===== config.mk =====
export PLATFORM = sky130hd
export DESIGN_NAME = lexicographic_permutation_generator_flat
export DESIGN_NICKNAME = d
export VERILOG_FILES = /design/src/rtl/core/lpg_pkg.sv /design/src/rtl/core/lpg_req_if.sv /design/src/rtl/core/lpg_res_if.sv /design/src/rtl/core/lexicographic_permutation_generator.sv /design/src/flat_wrapper.sv
export SDC_FILE = /design/constraint.sdc
export NUM_CORES = 1
export LEC_CHECK = 0
export ABC_AREA = 1
export BUFFER_PORTS_ARGS = -buffer_cell sky130_fd_sc_hd__buf_4
export CORE_ASPECT_RATIO = 1.2
export CORE_MARGIN = 1
export CORE_UTILIZATION = 42
export DETAILED_ROUTE_END_ITERATION = 10
export SYNTH_ARGS = -nofsm -noshare
export SYNTH_HDL_FRONTEND = slang
export SYNTH_SLANG_ARGS = --single-unit

===== constraint.sdc =====
create_clock -name clk -period 4 [get_ports clk]
set_clock_uncertainty 0.1 [all_clocks]
set_input_delay 0 -clock clk [delete_from_list [all_inputs] [get_ports clk]]
set_output_delay 0 -clock clk [all_outputs]
set_load 0.005 [all_outputs]

===== src/rtl/core/lpg_pkg.sv =====
`timescale 1ns / 1ps
`default_nettype none

package lpg_pkg;

  // default bound on the number of symbols
  localparam int unsigned MAX_LEN_DEF = 8;

  // field widths
  localparam int unsigned LEN_W  = 4;
  localparam int unsigned SYM_W  = 4;
  localparam int unsigned SLOT_W = 3;

  typedef enum logic [3:0] {
    ST_IDLE,
    ST_PIV,
    ST_SUCC,
    ST_SWAP_J,
    ST_SWAP_P,
    ST_REV_RD,
    ST_REV_WL,
    ST_REV_WH,
    ST_EMIT,
    ST_EXH
  } lpg_state_t;

  typedef struct packed {
    logic [SYM_W-1:0]  symbol_value;
    logic [SLOT_W-1:0] slot_index;
    logic              last_of_run;
    logic              exhausted;
  } lpg_beat_t;

endpackage

`default_nettype wire


===== src/rtl/core/lpg_req_if.sv =====
`timescale 1ns / 1ps
`default_nettype none

interface lpg_req_if;
  logic valid;
  logic ready;
  logic restart;

  modport source (output valid, output restart, input ready);
  modport sink (input valid, input restart, output ready);
endinterface

`default_nettype wire


===== src/rtl/core/lpg_res_if.sv =====
`timescale 1ns / 1ps
`default_nettype none

interface lpg_res_if;
  logic                           valid;
  logic                           ready;
  logic [lpg_pkg::SYM_W-1:0]      symbol_value;
  logic [lpg_pkg::SLOT_W-1:0]     slot_index;
  logic                           last_of_run;
  logic                           exhausted;

  modport source (output valid, output symbol_value, output slot_index,
                  output last_of_run, output exhausted, input ready);
  modport sink (input valid, input symbol_value, input slot_index,
                input last_of_run, input exhausted, output ready);
endinterface

`default_nettype wire


===== src/rtl/core/lexicographic_permutation_generator.sv =====
// Lexicographic permutation generator. Each request beat on in_if produces the
// next permutation of the symbols 1..n as n result beats on out_if, position 0
// first, with last_of_run set on the final beat; restart=1 (or the first request
// after reset or after a length write) produces the identity. Once every
// permutation has gone out, each further request produces a single beat with
// exhausted=1 and symbol_value 0. n comes from the cfg_wr_data write (0 acts as
// 1, values above MAX_LEN act as MAX_LEN); a length write restarts the sequence.
// The permutation lives in a small synchronous RAM with one write port and two
// registered read ports, so a request goes through an accept in idle, a pivot
// scan from the right, a successor scan, two swap writes, a suffix reversal
// that reads one swapped pair and writes back each half in turn, and the
// readout; a repeated exhausted request skips to its single beat and the
// identity skips to the readout. The one RAM write port sets the swap and
// reversal cost. A two-beat output queue lets the readout run ahead of a slow
// sink and lets the next request be taken while results still wait.
`timescale 1ns / 1ps
`default_nettype none

module lexicographic_permutation_generator #(
  parameter int unsigned MAX_LEN = lpg_pkg::MAX_LEN_DEF
) (
  input  wire logic                       clk,
  input  wire logic                       rst_n,
  input  wire logic                       cfg_wr_en,
  input  wire logic [lpg_pkg::LEN_W-1:0]  cfg_wr_data,
  lpg_req_if.sink                         in_if,
  lpg_res_if.source                       out_if
);

  localparam int unsigned AW = (MAX_LEN > 1) ? $clog2(MAX_LEN) : 1;
  localparam int unsigned LW = lpg_pkg::LEN_W;
  localparam int unsigned SW = lpg_pkg::SYM_W;
  localparam int unsigned TW = lpg_pkg::SLOT_W;
  localparam logic [LW-1:0] LEN_MAX = LW'(MAX_LEN);

  // ---------------------------------------------------------------------------
  // control and datapath registers
  // ---------------------------------------------------------------------------
  lpg_pkg::lpg_state_t state_r, state_nxt;

  logic [LW-1:0]      len_r, len_nxt;         // configured length, raw
  logic               started_r, started_nxt;
  logic               done_r, done_nxt;
  logic [MAX_LEN-1:0] vld_r, vld_nxt;         // entry written since identity load

  logic [AW-1:0]      ptr_r, ptr_nxt;         // scan / readout address
  logic [SW-1:0]      prev_r, prev_nxt;       // right neighbor during pivot scan
  logic [AW-1:0]      piv_r, piv_nxt;
  logic [SW-1:0]      pval_r, pval_nxt;
  logic [AW-1:0]      j_r, j_nxt;
  logic [SW-1:0]      jval_r, jval_nxt;
  logic [AW-1:0]      lo_r, lo_nxt;
  logic [AW-1:0]      hi_r, hi_nxt;
  logic [SW-1:0]      tmp_r, tmp_nxt;

  // read pipeline tags
  logic               da_vld_r;               // port a data present this cycle
  logic               em_tag_r;               // that data belongs to the readout

  // ---------------------------------------------------------------------------
  // permutation store
  // ---------------------------------------------------------------------------
  logic [SW-1:0] mem [MAX_LEN];

  logic          rda_en;
  logic [AW-1:0] rda_addr;
  logic [AW-1:0] rdb_addr;
  logic          mem_we;
  logic [AW-1:0] mem_waddr;
  logic [SW-1:0] mem_wdata;

  logic [SW-1:0] rda_q, rdb_q;
  logic          va_q, vb_q;
  logic [AW-1:0] ia_q, ib_q;

  always_ff @(posedge clk) begin
    if (mem_we) begin
      mem[mem_waddr] <= mem_wdata;
    end
    rda_q <= mem[rda_addr];
    rdb_q <= mem[rdb_addr];
    va_q  <= vld_r[rda_addr];
    vb_q  <= vld_r[rdb_addr];
    ia_q  <= rda_addr;
    ib_q  <= rdb_addr;
  end

  // entries never written since the last identity load read as index+1
  logic [SW-1:0] val_a, val_b;
  assign val_a = va_q ? rda_q : (SW'(ia_q) + SW'(1));
  assign val_b = vb_q ? rdb_q : (SW'(ib_q) + SW'(1));

  // ---------------------------------------------------------------------------
  // effective length
  // ---------------------------------------------------------------------------
  logic [LW-1:0] eff_len;
  logic [AW-1:0] top_idx;
  logic          one_sym;

  always_comb begin
    if (len_r == '0) begin
      eff_len = LW'(1);
    end else if (len_r > LEN_MAX) begin
      eff_len = LEN_MAX;
    end else begin
      eff_len = len_r;
    end
  end

  assign top_idx = AW'(eff_len - LW'(1));
  assign one_sym = (eff_len == LW'(1));

  // ---------------------------------------------------------------------------
  // output queue, two beats
  // ---------------------------------------------------------------------------
  lpg_pkg::lpg_beat_t q_r [2];
  logic               wp_r, rp_r;
  logic [1:0]         cnt_r;

  logic               push, pop, pend, exh_push;
  lpg_pkg::lpg_beat_t push_beat;
  logic [2:0]         occ;
  logic               space;

  assign pop   = (cnt_r != 2'd0) && out_if.ready;
  assign pend  = da_vld_r && em_tag_r;
  assign occ   = 3'(cnt_r) + 3'(pend) - 3'(pop);
  assign space = (occ < 3'd2);

  assign push = pend || exh_push;

  always_comb begin
    if (pend) begin
      push_beat.symbol_value = val_a;
      push_beat.slot_index   = TW'(ia_q);
      push_beat.last_of_run  = (ia_q == top_idx);
      push_beat.exhausted    = 1'b0;
    end else begin
      push_beat.symbol_value = '0;
      push_beat.slot_index   = '0;
      push_beat.last_of_run  = 1'b1;
      push_beat.exhausted    = 1'b1;
    end
  end

  always_ff @(posedge clk) begin
    if (!rst_n) begin
      wp_r  <= 1'b0;
      rp_r  <= 1'b0;
      cnt_r <= 2'd0;
    end else begin
      if (push) begin
        wp_r <= ~wp_r;
      end
      if (pop) begin
        rp_r <= ~rp_r;
      end
      cnt_r <= cnt_r + 2'(push) - 2'(pop);
    end
  end

  always_ff @(posedge clk) begin
    if (push) begin
      q_r[wp_r] <= push_beat;
    end
  end

  assign out_if.valid        = (cnt_r != 2'd0);
  assign out_if.symbol_value = q_r[rp_r].symbol_value;
  assign out_if.slot_index   = q_r[rp_r].slot_index;
  assign out_if.last_of_run  = q_r[rp_r].last_of_run;
  assign out_if.exhausted    = q_r[rp_r].exhausted;

  // ---------------------------------------------------------------------------
  // sequencer
  // ---------------------------------------------------------------------------
  logic [AW-1:0] piv_inc, lo_inc, hi_dec;
  assign piv_inc = piv_r + AW'(1);
  assign lo_inc  = lo_r + AW'(1);
  assign hi_dec  = hi_r - AW'(1);

  always_comb begin
    state_nxt   = state_r;
    len_nxt     = len_r;
    started_nxt = started_r;
    done_nxt    = done_r;
    vld_nxt     = vld_r;
    ptr_nxt     = ptr_r;
    prev_nxt    = prev_r;
    piv_nxt     = piv_r;
    pval_nxt    = pval_r;
    j_nxt       = j_r;
    jval_nxt    = jval_r;
    lo_nxt      = lo_r;
    hi_nxt      = hi_r;
    tmp_nxt     = tmp_r;

    in_if.ready = 1'b0;
    rda_en      = 1'b0;
    rda_addr    = ptr_r;
    rdb_addr    = hi_r;
    mem_we      = 1'b0;
    mem_waddr   = j_r;
    mem_wdata   = pval_r;
    exh_push    = 1'b0;

    unique case (state_r)
      lpg_pkg::ST_IDLE: begin
        in_if.ready = 1'b1;
        if (in_if.valid) begin
          if (in_if.restart || !started_r) begin
            // back to identity
            vld_nxt     = '0;
            started_nxt = 1'b1;
            done_nxt    = 1'b0;
            ptr_nxt     = '0;
            state_nxt   = lpg_pkg::ST_EMIT;
          end else if (done_r) begin
            state_nxt = lpg_pkg::ST_EXH;
          end else if (one_sym) begin
            done_nxt  = 1'b1;
            state_nxt = lpg_pkg::ST_EXH;
          end else begin
            ptr_nxt   = top_idx;
            state_nxt = lpg_pkg::ST_PIV;
          end
        end
      end

      // walk right to left for the first ascent
      lpg_pkg::ST_PIV: begin
        rda_en = 1'b1;
        if (ptr_r != '0) begin
          ptr_nxt = ptr_r - AW'(1);
        end
        if (da_vld_r) begin
          if (ia_q == top_idx) begin
            prev_nxt = val_a;
          end else if (val_a < prev_r) begin
            rda_en    = 1'b0;
            piv_nxt   = ia_q;
            pval_nxt  = val_a;
            ptr_nxt   = top_idx;
            state_nxt = lpg_pkg::ST_SUCC;
          end else begin
            prev_nxt = val_a;
            if (ia_q == '0) begin
              // fully descending: last permutation already out
              rda_en    = 1'b0;
              done_nxt  = 1'b1;
              state_nxt = lpg_pkg::ST_EXH;
            end
          end
        end
      end

      // rightmost entry larger than the pivot
      lpg_pkg::ST_SUCC: begin
        rda_en = 1'b1;
        if (ptr_r != '0) begin
          ptr_nxt = ptr_r - AW'(1);
        end
        if (da_vld_r && (val_a > pval_r)) begin
          rda_en    = 1'b0;
          j_nxt     = ia_q;
          jval_nxt  = val_a;
          state_nxt = lpg_pkg::ST_SWAP_J;
        end
      end

      lpg_pkg::ST_SWAP_J: begin
        mem_we    = 1'b1;
        mem_waddr = j_r;
        mem_wdata = pval_r;
        state_nxt = lpg_pkg::ST_SWAP_P;
      end

      lpg_pkg::ST_SWAP_P: begin
        mem_we    = 1'b1;
        mem_waddr = piv_r;
        mem_wdata = jval_r;
        lo_nxt    = piv_inc;
        hi_nxt    = top_idx;
        ptr_nxt   = '0;
        if (piv_inc < top_idx) begin
          state_nxt = lpg_pkg::ST_REV_RD;
        end else begin
          state_nxt = lpg_pkg::ST_EMIT;
        end
      end

      // suffix reversal, one pair at a time: read both ends, write low, write high
      lpg_pkg::ST_REV_RD: begin
        rda_en    = 1'b1;
        rda_addr  = lo_r;
        rdb_addr  = hi_r;
        state_nxt = lpg_pkg::ST_REV_WL;
      end

      lpg_pkg::ST_REV_WL: begin
        mem_we    = 1'b1;
        mem_waddr = lo_r;
        mem_wdata = val_b;
        tmp_nxt   = val_a;
        state_nxt = lpg_pkg::ST_REV_WH;
      end

      lpg_pkg::ST_REV_WH: begin
        mem_we    = 1'b1;
        mem_waddr = hi_r;
        mem_wdata = tmp_r;
        lo_nxt    = lo_inc;
        hi_nxt    = hi_dec;
        ptr_nxt   = '0;
        if (lo_inc < hi_dec) begin
          state_nxt = lpg_pkg::ST_REV_RD;
        end else begin
          state_nxt = lpg_pkg::ST_EMIT;
        end
      end

      // readout into the output queue, paced by free slots
      lpg_pkg::ST_EMIT: begin
        if (space) begin
          rda_en = 1'b1;
          if (ptr_r == top_idx) begin
            state_nxt = lpg_pkg::ST_IDLE;
          end else begin
            ptr_nxt = ptr_r + AW'(1);
          end
        end
      end

      lpg_pkg::ST_EXH: begin
        if (space && !pend) begin
          exh_push  = 1'b1;
          state_nxt = lpg_pkg::ST_IDLE;
        end
      end

      default: begin
        state_nxt = lpg_pkg::ST_IDLE;
      end
    endcase

    if (mem_we) begin
      vld_nxt[mem_waddr] = 1'b1;
    end

    // length write restarts the sequence
    if (cfg_wr_en) begin
      len_nxt     = cfg_wr_data;
      vld_nxt     = '0;
      started_nxt = 1'b0;
      done_nxt    = 1'b0;
    end
  end

  always_ff @(posedge clk) begin
    if (!rst_n) begin
      state_r   <= lpg_pkg::ST_IDLE;
      len_r     <= LW'(1);
      started_r <= 1'b0;
      done_r    <= 1'b0;
      vld_r     <= '0;
      da_vld_r  <= 1'b0;
      em_tag_r  <= 1'b0;
    end else begin
      state_r   <= state_nxt;
      len_r     <= len_nxt;
      started_r <= started_nxt;
      done_r    <= done_nxt;
      vld_r     <= vld_nxt;
      da_vld_r  <= rda_en;
      em_tag_r  <= (state_r == lpg_pkg::ST_EMIT);
    end
  end

  always_ff @(posedge clk) begin
    ptr_r  <= ptr_nxt;
    prev_r <= prev_nxt;
    piv_r  <= piv_nxt;
    pval_r <= pval_nxt;
    j_r    <= j_nxt;
    jval_r <= jval_nxt;
    lo_r   <= lo_nxt;
    hi_r   <= hi_nxt;
    tmp_r  <= tmp_nxt;
  end

endmodule

`default_nettype wire

===== src/flat_wrapper.sv =====
// flat-port wrapper written by rule: the top's interface ports become plain ports
module lexicographic_permutation_generator_flat 
#(
  parameter int unsigned MAX_LEN = lpg_pkg::MAX_LEN_DEF
)
  (clk, rst_n, cfg_wr_en, cfg_wr_data, in_if_valid, in_if_restart, in_if_ready, out_if_valid, out_if_symbol_value, out_if_slot_index, out_if_last_of_run, out_if_exhausted, out_if_ready);
  lpg_req_if in_if_i ();
  lpg_res_if out_if_i ();
  input  wire logic clk;
  input  wire logic rst_n;
  input  wire logic cfg_wr_en;
  input  wire logic [lpg_pkg::LEN_W-1:0] cfg_wr_data;
  input wire logic [$bits(in_if_i.valid)-1:0] in_if_valid;
  input wire logic [$bits(in_if_i.restart)-1:0] in_if_restart;
  output wire logic [$bits(in_if_i.ready)-1:0] in_if_ready;
  output wire logic [$bits(out_if_i.valid)-1:0] out_if_valid;
  output wire logic [$bits(out_if_i.symbol_value)-1:0] out_if_symbol_value;
  output wire logic [$bits(out_if_i.slot_index)-1:0] out_if_slot_index;
  output wire logic [$bits(out_if_i.last_of_run)-1:0] out_if_last_of_run;
  output wire logic [$bits(out_if_i.exhausted)-1:0] out_if_exhausted;
  input wire logic [$bits(out_if_i.ready)-1:0] out_if_ready;
  assign in_if_i.valid = in_if_valid;
  assign in_if_i.restart = in_if_restart;
  assign in_if_ready = in_if_i.ready;
  assign out_if_valid = out_if_i.valid;
  assign out_if_symbol_value = out_if_i.symbol_value;
  assign out_if_slot_index = out_if_i.slot_index;
  assign out_if_last_of_run = out_if_i.last_of_run;
  assign out_if_exhausted = out_if_i.exhausted;
  assign out_if_i.ready = out_if_ready;
  lexicographic_permutation_generator #(.MAX_LEN(MAX_LEN)) u_core (.clk(clk), .rst_n(rst_n), .cfg_wr_en(cfg_wr_en), .cfg_wr_data(cfg_wr_data), .in_if(in_if_i), .out_if(out_if_i));
endmodule

==> impl_metrics.json, run 1 <==
{
  "muxShareOfSynthArea_pct": 1.66,
  "viasPerCell": 5.19,
  "avgSynthCellArea_sq_um": 8.87,
  "ys_ff_latch": 122,
  "required_ns": 3.95,
  "cp.buffers_inverters": 4,
  "cp_top_family": "simple AND/OR/NAND/NOR gates",
  "grt_overflow": 0,
  "synthAdderAreaFrac_pct": 5.03,
  "drv_cap": 0,
  "wire_per_inst_um": 15.8,
  "synth-compound-area-share_pct": 14.8,
  "clk_path_buf_depth": 2,
  "fmax_mhz": 310,
  "status": "complete, but fails checks",
  "dp_hpwl_um": 10700,
  "cts.clk_slew.worst_paths_ns": 0.05,
  "internal_power_uw": 2860,
  "critical_path.cell_chain": "inv_1, nand2_1, nand2_1, inv_1, ha_1, nor2_1, fa_1, a21oi_1, o21ai_0, inv_1, nand2_1, nand2_1, inv_1, nor2_1",
  "power_leakage_uw": 0.00299,
  "synth-async-reset-ratio_pct": 0,
  "antenna_found_initial": 0,
  "p_seq_share_pct": 37.0,
  "synth-edff-count": 81,
  "clkLatencyLatePin_ns": 0.43,
  "synth_cell_type_count": 39,
  "start_kind": "flop",
  "die_w_um": 112,
  "drtIter0Drc": 295,
  "dp_cells": 873,
  "tightest_slew_ns": 0.779,
  "ys_seq_area_share_pct": 53.1,
  "crit_slowest_cell": "nor2_1",
  "io_pins": 21,
  "grt_usage_pct": 20.8,
  "fin_nets": 770,
  "finalMaxSlewViolations": 0,
  "route.antenna.remaining_nets": 0,
  "slew_headroom_pct": 47.9,
  "drive_above_1_share_pct": 10.9,
  "ys_warn_count": 0,
  "synth_nets": 724,
  "drt_pre_antenna_iters": 8,
  "failed_checks": "design-rule violations",
  "grt_pass1_vias": 4783,
  "switchingPower_uw": 1440,
  "hp-class": "input pin to flop",
  "min_period_ns": 3.22,
  "place_congestion": 0.935,
  "grt_max_degree": 26,
  "wl_um": 14500,
  "stdcell_count": 920,
  "synth_area_sq_um": 6120,
  "cts-resized-gates": 0,
  "setup.worst_path.class": "flop to flop",
  "die_h_um": 134,
  "synth_flop_cell": "edfxtp_1",
  "tritoncts": "done",
  "vias": 4771,
  "diodes": 0,
  "htree_levels": 4,
  "numPortBuffers": 20,
  "rows": 47,
  "synth_cells": 690,
  "synth_top_family_by_area": "simple AND/OR/NAND/NOR gates",
  "period_share_pct": 80.5,
  "drc": 5,
  "synth-xor-area-share_pct": 1.72,
  "path_max_fanout": 10,
  "core_sq_um": 14000,
  "ir_worst_vdd_uv": 345,
  "rsz0062_at_grt": "no",
  "die_area_sq_um": 15100,
  "clock-root-buffer": "clkbuf_16",
  "cts_buffers": 17,
  "critical-path-max-stage-delay_ns": 0.59,
  "syn2layout_area_growth_pct": 17.8,
  "swShare_pct": 33.6,
  "synth_simple_gate_area_share_pct": 16.1,
  "setup_viol": 0,
  "clkSinkCount": 122,
  "start_util_pct": 43.7,
  "p_per_area_nw_per_um2": 597,
  "hold_viol_final": 0,
  "clock_power_share_pct": 35.1,
  "grt_pass1_wl_um": 23700,
  "cp_data_arrival_time_ns": 3.17,
  "n_fill_cell": 1276,
  "combPwrFrac_pct": 27.9,
  "tns_ns": 0,
  "end_kind": "flop"
}
==> cell type report <==
| class | count | area (sq um) | share of cell area [%] |
|---|---|---|---|
| clock inverters | 12 | 141 | 1.96 |
| repair buffers | 41 | 345 | 4.79 |
| flip-flops and latches | 122 | 3250 | 45.1 |
| multi-input cells | 447 | 2410 | 33.4 |
| inverters | 107 | 402 | 5.57 |
| clock buffers | 20 | 447 | 6.20 |
| well taps | 171 | 214 | 2.97 |
==> logic make-up (layout without fill, tap and decap cells) <==
family	count (synthesis)	count (layout)
multiplexers	9	9
flip-flops	122	122
AND/OR/NAND/NOR	237	237
adder cells (fa/ha/maj)	24	24
XOR/XNOR	12	12
buffers and inverters	121	180
AO/OA/AOI/OAI	165	165
==> cells in the final DEF, fill, tap and decap left out, drive strengths merged, types with 5 or more instances in the layout <==
cell         count
nand2          137
inv            104
edfxtp          81
o21ai           74
a21oi           66
nor2            60
dfxtp           41
buf             26
nand3           25
ha              23
clkbuf          20
dlygate4sd3     15
clkinv          11
mux2             9
xnor2            6
nor3             6
a31oi            6
xor2             6
nand4            6
o211ai           5
==> worst register-to-register path: stages (launching register included) <==
cell	delay [ns]
dfxtp_1	0.32
inv_1	0.11
nand2_1	0.08
nand2_1	0.06
inv_1	0.06
ha_1	0.32
nor2_1	0.17
fa_1	0.42
a21oi_1	0.11
o21ai_0	0.15
inv_1	0.13
nand2_1	0.06
nand2_1	0.10
inv_1	0.07
nor2_1	0.59
==> registers in the layout (all words and copies together), names as in the netlist, 2 cells and up, named ones only <==
register and flops:
u_core.cnt_r 2, u_core.hi_r 3, u_core.ia_q 3, u_core.ib_q 3
u_core.j_r 3, u_core.jval_r 4, u_core.len_r 4, u_core.lo_r 3
u_core.mem 32, u_core.piv_r 3, u_core.prev_r 4, u_core.ptr_r 3
u_core.pval_r 4, u_core.q_r 18, u_core.rda_q 4, u_core.rdb_q 4
u_core.state_r 4, u_core.tmp_r 4, u_core.vld_r 8
==> final timing paths <==
check              startpoint               end  slack (ns)  cells past startpoint
max           u_core.cnt_r[1]  u_core.q_r[1][0]        0.78                     14
min               in_if_valid  u_core.started_r        0.03                      5
max reg2reg   u_core.cnt_r[1]  u_core.q_r[1][0]        0.78                     14
min reg2reg  u_core.started_r  u_core.started_r        0.35                      2
==> power groups by stage <==
stage                     Sequential, uW  Combinational [uW]  Clock [uW]
after floorplan                     1570                 854           0
final                               1590                1200        1510
after global routing                1600                1360        1580
after detailed placement            1620                1180           0
after global placement              1620                1160           0
after CTS                           1590                1210        1530
==> metrics by stage <==
| step | util [%] | area, sq um | hold slack [ns] | setup WS, ns | total power, uW |
|---|---|---|---|---|---|
| after floorplan | - | 6120 | -0.00655 | 1.14 | 2420 |
| after global placement | 46.2 | 6470 | 0.122 | 0.842 | 2780 |
| after detailed placement | 46.2 | 6470 | 0.133 | 0.780 | 2800 |
| after CTS | 51.5 | 7210 | 0.0281 | 0.740 | 4330 |
| after global routing | 51.5 | 7210 | 0.0915 | 0.472 | 4540 |
| final | 51.5 | 7210 | 0.0269 | 0.779 | 4300 |
==> timing repair <==
item | in CTS | in global routing
setup buffers | 0 | 0
hold endpoints to repair | 25 | 0
hold buffers | 15 | 0
==> cell usage after synthesis (all sizes together), types with 9 or more instances <==
master,number,share of area [%]
clkbuf,9,0.55
o21ai,74,6.3
edfxtp,81,40
nand2,137,8.6
inv,102,6.3
nor2,60,4.0
nand3,25,2.0
ha,23,4.7
mux2,9,1.7
a21oi,66,5.4
dfxtp,41,13
==> layer usage <==
layer,vias up,global-route usage [%],part of all wire [%]
met3,26,4.56,4.8
met5,-,0,0
met1,2193,24.3,44
li1,2418,-,-
met2,134,36.2,49
met4,0,10.1,2.2
Power figures use the tool's default switching activity.
==> run 2: changes to the inputs <==
--- a/config.mk
+++ b/config.mk
@@ -5,7 +5,7 @@
 export SDC_FILE = /design/constraint.sdc
 export NUM_CORES = 1
 export LEC_CHECK = 0
-export ABC_AREA = 1
+export ABC_AREA = 0
 export BUFFER_PORTS_ARGS = -buffer_cell sky130_fd_sc_hd__buf_4
 export CORE_ASPECT_RATIO = 1.2
 export CORE_MARGIN = 1
==> constraint.sdc (replaced) <==
create_clock -name clk -period 2.7 [get_ports clk]
set_clock_uncertainty 0.1 [all_clocks]
set_input_delay 0 -clock clk [delete_from_list [all_inputs] [get_ports clk]]
set_output_delay 0 -clock clk [all_outputs]
set_load 0.005 [all_outputs]
==> run 2 against run 1 <==
  * The flow now finishes without violations
  * Hold slack improved by 0.026 ns
  * Synthesized cell count decreased by 21%
  * Sequential cell count unchanged
  * Count of clock-buffer cells in the layout decreased by 3
  * Final area increased by 6.8%
  * Critical endpoint is now u_core.state_r[1]
  * Largest cell class unchanged
  * Largest power group is now combinational logic
==> impl_metrics.json, run 2 <==
{
  "avgSynthCellArea_sq_um": 11.3,
  "ir_worst_vdd_uv": 494,
  "period_share_pct": 97.5,
  "clock-root-buffer": "clkbuf_16",
  "drc": 0,
  "fin_nets": 669,
  "cts.clk_slew.worst_paths_ns": 0.06,
  "vias": 4418,
  "yosys-top-cells-area": "edfxtp_1 39%, dfxtp_1 13%, ha_1 4.7%",
  "rows": 48,
  "setup_viol": 0,
  "start_util_pct": 43.0,
  "die_w_um": 113,
  "tightest_slew_ns": 0.901,
  "antenna_found_initial": 0,
  "synth_cell_type_count": 70,
  "dp_cells": 769,
  "numPortBuffers": 20,
  "cts_buffers": 17,
  "dp_hpwl_um": 10700,
  "start_kind": "flop",
  "grt_pass1_vias": 4375,
  "wire_per_inst_um": 17.6,
  "syn2layout_area_growth_pct": 24.6,
  "path_max_fanout": 7,
  "setup.worst_path.class": "flop to flop",
  "hp-class": "input pin to flop",
  "drt_pre_antenna_iters": 5,
  "required_ns": 2.92,
  "final_common_cell": "edfxtp_1",
  "place_congestion": 0.900,
  "mostFrequentLayoutCells": "81 x edfxtp_1, 74 x buf_4, 70 x nand2_1",
  "end_kind": "flop",
  "wl_um": 14500,
  "route.antenna.remaining_nets": 0,
  "synth_top_area_share_pct": 39.4,
  "die_area_sq_um": 15200,
  "htree_levels": 4,
  "min_period_ns": 2.63,
  "diodes": 0,
  "grt_pass1_wl_um": 23300,
  "grt_max_degree": 22,
  "ys_seq_area_share_pct": 52.7,
  "ff2ff_path_depth": 10,
  "finalMaxSlewViolations": 0,
  "io_pins": 21,
  "ys_ff_latch": 122,
  "synth_cells": 547,
  "synthMostInstantiatedCell": "edfxtp_1",
  "die_h_um": 135,
  "synth_flop_cell": "edfxtp_1",
  "hold_viol_final": 0,
  "grt_overflow": 0,
  "viasPerCell": 5.37,
  "reg_top3": "u_core.mem: 32 flops, u_core.q_r: 18 flops, u_core.vld_r: 8 flops",
  "slew_headroom_pct": 39.3,
  "power_leakage_uw": 0.00294,
  "drtIter0Drc": 298,
  "yosys.area.top_type": "edfxtp_1",
  "drive_above_1_share_pct": 27.7,
  "synthTopCellsByCount": "81 x edfxtp_1, 72 x nand2_1, 41 x dfxtp_1",
  "clkLatencyLatePin_ns": 0.41,
  "holdPathStages": 4,
  "core_sq_um": 14400,
  "fmax_mhz": 380,
  "tritoncts": "done",
  "tns_ns": 0,
  "regMostFlops": "u_core.mem",
  "n_fill_cell": 1209,
  "power_uw": 6880,
  "status": "finished clean",
  "drv_cap": 0,
  "synth_area_sq_um": 6180,
  "synth_nets": 581,
  "clk_path_buf_depth": 2,
  "grt_usage_pct": 20.4,
  "synth-async-reset-ratio_pct": 0,
  "p_per_area_nw_per_um2": 894,
  "ys_warn_count": 0,
  "largest_reg_flops": 32,
  "stdcell_count": 822,
  "cp_data_arrival_time_ns": 2.85,
  "synth-edff-count": 81,
  "clkSinkCount": 122
}
## run 2: cell types whose count changed in the layout (fill, tap and decap cells not counted), sizes merged, moves of 7 or more
| cell | previous run | this run |
|---|---|---|
| buf | 26 | 76 |
| inv | 104 | 33 |
| mux4 | 0 | 10 |
| mux2i | 0 | 13 |
| nor2b | 0 | 13 |
| nor2 | 60 | 41 |
| o21ai | 74 | 24 |
| a22oi | 0 | 8 |
| mux2 | 9 | 16 |
| nand2b | 1 | 9 |
| nand2 | 137 | 72 |
| a21oi | 66 | 19 |
| and2 | 0 | 15 |
## run 2: metal layers
layer | routed length (um) | global-route usage [%]
met1 | 6070 | 24.5
met2 | 7320 | 34.3
met3 | 643 | 5.21
met4 | 474 | 9.56
met5 | 0 | 0
## run 2: per-stage QoR
step	setup WS, ns	util [%]	instance area (sq um)	hold WS (ns)
floorplan	-0.0147	-	6200	0.0285
global placement	0.0225	47.7	6840	0.115
detailed placement	-0.0948	47.7	6840	0.127
CTS	-0.0331	52.7	7560	0.0328
global route	-0.0323	53.6	7700	0.0832
finish	0.0663	53.6	7700	0.0528
## run 2: logic make-up (layout without fill, tap and decap cells)
logic type / Yosys count / count (layout) / share of synthesized area, %
and+or+nand+nor: 198 / 198 / 16.1
DFF: 122 / 122 / 52.7
AOI/OAI and AO/OA: 96 / 96 / 11.3
buffers and inverters: 50 / 150 / 3.38
muxes: 39 / 39 / 8.67
adders and majority gates: 24 / 24 / 4.98
xor gates and xnor gates: 18 / 18 / 2.90
## run 2: power breakdown
group / internal [uW] / switching (uW) / total (uW) / leakage [uW]
Combinational: 1120 / 1310 / 2430 / 0.00162
Sequential: 2220 / 164 / 2390 / 0.00106
Clock: 1190 / 876 / 2060 / 0.000254
## run 2: area by class of cell
type,count,area [sq um],share of cell area (%)
Sequential cell,122,3260,42.3
Clock inverter,14,114,1.48
Multi-Input combinational cell,375,2840,36.9
Clock buffer,17,425,5.53
Tap cell,175,219,2.85
Timing Repair Buffer,91,737,9.58
Inverter,28,105,1.37
## run 2: worst max-delay path, cell delays in order, from the launching register on
cell      delay, ns
dfxtp_2        0.35
inv_1          0.06
ha_1           0.29
mux2_4         0.32
ha_1           0.28
o211ai_1       0.16
a41o_1         0.21
a21oi_2        0.10
a22oi_2        0.24
nand4_4        0.14
o32ai_2        0.29
## run 2: worst paths after layout
kind              slack (ns)      startpoint                 to
setup / recovery        0.07  u_core.ia_q[0]  u_core.state_r[1]
hold / removal          0.05   in_if_restart      u_core.done_r
setup reg to reg        0.07  u_core.ia_q[0]  u_core.state_r[1]
hold reg to reg         0.37  u_core.ia_q[1]    u_core.piv_r[1]
## run 2: timing repair
item                                    4_1_cts  5_1_grt
hold buffers                                 15        0
gates resized for setup                       5       21
setup buffers                                 1        6
pin swaps                                     7       10
endpoints found under the hold margin        17        0
endpoints found under the setup margin       29       49
==> run 3: changes to the inputs <==
--- a/config.mk
+++ b/config.mk
@@ -11,6 +11,7 @@
 export CORE_MARGIN = 1
 export CORE_UTILIZATION = 42
 export DETAILED_ROUTE_END_ITERATION = 10
+export PLACE_DENSITY = 0.7
 export SYNTH_ARGS = -nofsm -noshare
 export SYNTH_HDL_FRONTEND = slang
 export SYNTH_SLANG_ARGS = --single-unit
==> run 3 against run 2 <==
  * Worst setup slack lost 0.020 ns
  * Fmax fell by 0.77%
  * First-iteration DRC count decreased by 15%
  * Non-clock buffer count decreased by 6
  * Sequential cell count unchanged
  * Die area stayed put
  * Sequential power about the same
  * Critical endpoint unchanged
  * Critical path type unchanged
  * Cell count is 0.49% lower
  * Combinational power is 7% higher
  * Utilization increased by 0.44 points
==> impl_metrics.json, run 3 (same netlist as run 2, synthesis figures left out) <==
{
  "status": "finished clean",
  "drt_pre_antenna_iters": 6,
  "min_period_ns": 2.65,
  "worst_slack_ns": 0.0459,
  "cp_data_arrival_time_ns": 2.88,
  "power_leakage_uw": 0.00295,
  "largest_reg_flops": 32,
  "finalMaxSlewViolations": 0,
  "setup.worst_path.class": "flop to flop",
  "diodes": 0,
  "vias": 4613,
  "drtIter0Drc": 253,
  "numPortBuffers": 20,
  "ir_worst_vdd_uv": 564,
  "fin_nets": 664,
  "syn2layout_area_growth_pct": 25.6,
  "grt_usage_pct": 20.3,
  "hold_viol_final": 0,
  "core_sq_um": 14400,
  "start_kind": "flop",
  "rsz0062_at_grt": "yes",
  "wl_um": 14900,
  "antenna_found_initial": 0,
  "grt_pass1_wl_um": 23300,
  "io_pins": 21,
  "setup_viol": 0,
  "tightest_slew_ns": 0.989,
  "hp-class": "input pin to flop",
  "grt_max_degree": 21,
  "crit_slowest_cell": "dfxtp_4",
  "place_congestion": 0.887,
  "die_h_um": 135,
  "wire_per_inst_um": 18.2,
  "end_kind": "flop",
  "grt_pass1_vias": 4689,
  "mostFrequentLayoutCells": "81 x edfxtp_1, 69 x nand2_1, 65 x buf_4",
  "path_max_fanout": 4,
  "drc": 0,
  "start_util_pct": 43.0,
  "cp_top_family": "compound AO/OA/AOI/OAI gates",
  "clkLatencyLatePin_ns": 0.42,
  "final_common_cell": "edfxtp_1",
  "critical_path.cell_chain": "inv_1, ha_1, mux2_4, ha_4, o211ai_1, a41o_1, buf_4, a21oi_2, a22oi_2, nand4_4, o32ai_2",
  "tritoncts": "done",
  "drive_above_1_share_pct": 27.4,
  "slew_headroom_pct": 33.4,
  "critical-path-max-stage-delay_ns": 0.36,
  "regMostFlops": "u_core.mem",
  "period_share_pct": 98.3,
  "route.antenna.remaining_nets": 0,
  "htree_levels": 4,
  "clk_path_buf_depth": 2,
  "power_uw": 7210,
  "reg_top3": "u_core.mem: 32 flops, u_core.q_r: 18 flops, u_core.vld_r: 8 flops",
  "cts_buffers": 17,
  "die_w_um": 113,
  "clock-root-buffer": "clkbuf_16",
  "n_fill_cell": 1189,
  "fin_hold_ws_ns": 0.129,
  "drv_cap": 0,
  "fmax_mhz": 377,
  "post-place-ws_ns": -0.219,
  "clkSinkCount": 122,
  "cp.buffers_inverters": 2,
  "grt_overflow": 0,
  "viasPerCell": 5.64,
  "rows": 48,
  "p_per_area_nw_per_um2": 929,
  "dp_hpwl_um": 10500,
  "required_ns": 2.93,
  "die_area_sq_um": 15200,
  "cts.clk_slew.worst_paths_ns": 0.06
}
## run 3: changes by cell type in the layout (fill, tap and decap cells not counted), moves of 3 or more
cell        change
and2_4          +4
inv_8           +3
clkinvlp_4      -3
buf_4           -9
## run 3: final cells by class
cell class | instances | area (sq um) | area share (%)
timing repair buffer | 85 | 721 | 9.29
clock buffer | 17 | 425 | 5.48
inverter | 28 | 105 | 1.35
tap | 175 | 219 | 2.82
clock inverter | 15 | 154 | 1.98
sequential | 122 | 3260 | 42.0
multi-input combinational | 376 | 2880 | 37.1
## run 3: routing by layer
layer,part of all wire (%),track usage (%)
met1,40,22.1
met2,51,36.2
met3,4.5,4.31
met4,4.4,12.3
met5,0,0
## run 3: worst reg2reg max path, cell delays in order, from the launching register on
cell and delay [ns]:
dfxtp_4 0.36, inv_1 0.06, ha_1 0.29, mux2_4 0.32, ha_4 0.22, o211ai_1 0.17
a41o_1 0.18, buf_4 0.14, a21oi_2 0.06, a22oi_2 0.24, nand4_4 0.17, o32ai_2 0.26
## run 3: where the power goes
part	leakage, uW	internal (uW)	switching (uW)
clock network	0.000283	1300	907
logic	0.00161	1240	1360
registers	0.00106	2220	182
total	0.00295	4770	2440
## run 3: path summary, 6_finish.rpt
| kind | end | cells past startpoint | from | slack (ns) |
|---|---|---|---|---|
| worst max-delay path | u_core.state_r[1] | 11 | u_core.ia_q[0] | 0.05 |
| worst min-delay path | u_core.done_r | 4 | in_if_restart | 0.13 |
| worst max register to register | u_core.state_r[1] | 11 | u_core.ia_q[0] | 0.05 |
| worst min register to register | u_core.started_r | 2 | u_core.started_r | 0.38 |
## run 3: stage by stage
stage | cell area, sq um | utilization (%) | setup TNS (ns) | cells
after floorplan | 6200 | - | -0.133 | 547
after global placement | 6800 | 47.4 | -0.449 | 763
after detailed placement | 6800 | 47.4 | -4.26 | 763
after CTS | 7630 | 53.2 | -0.00320 | 814
after global routing | 7760 | 54.1 | -0.146 | 818
final | 7760 | 54.1 | 0 | 818
## run 3: what timing repair did
item	CTS	global route
gates cloned	1	0
endpoints found under the hold margin	17	0
setup endpoints to repair	43	48
pin swaps	8	14
setup buffers	3	4
gates resized for setup	16	18
hold buffers	15	0
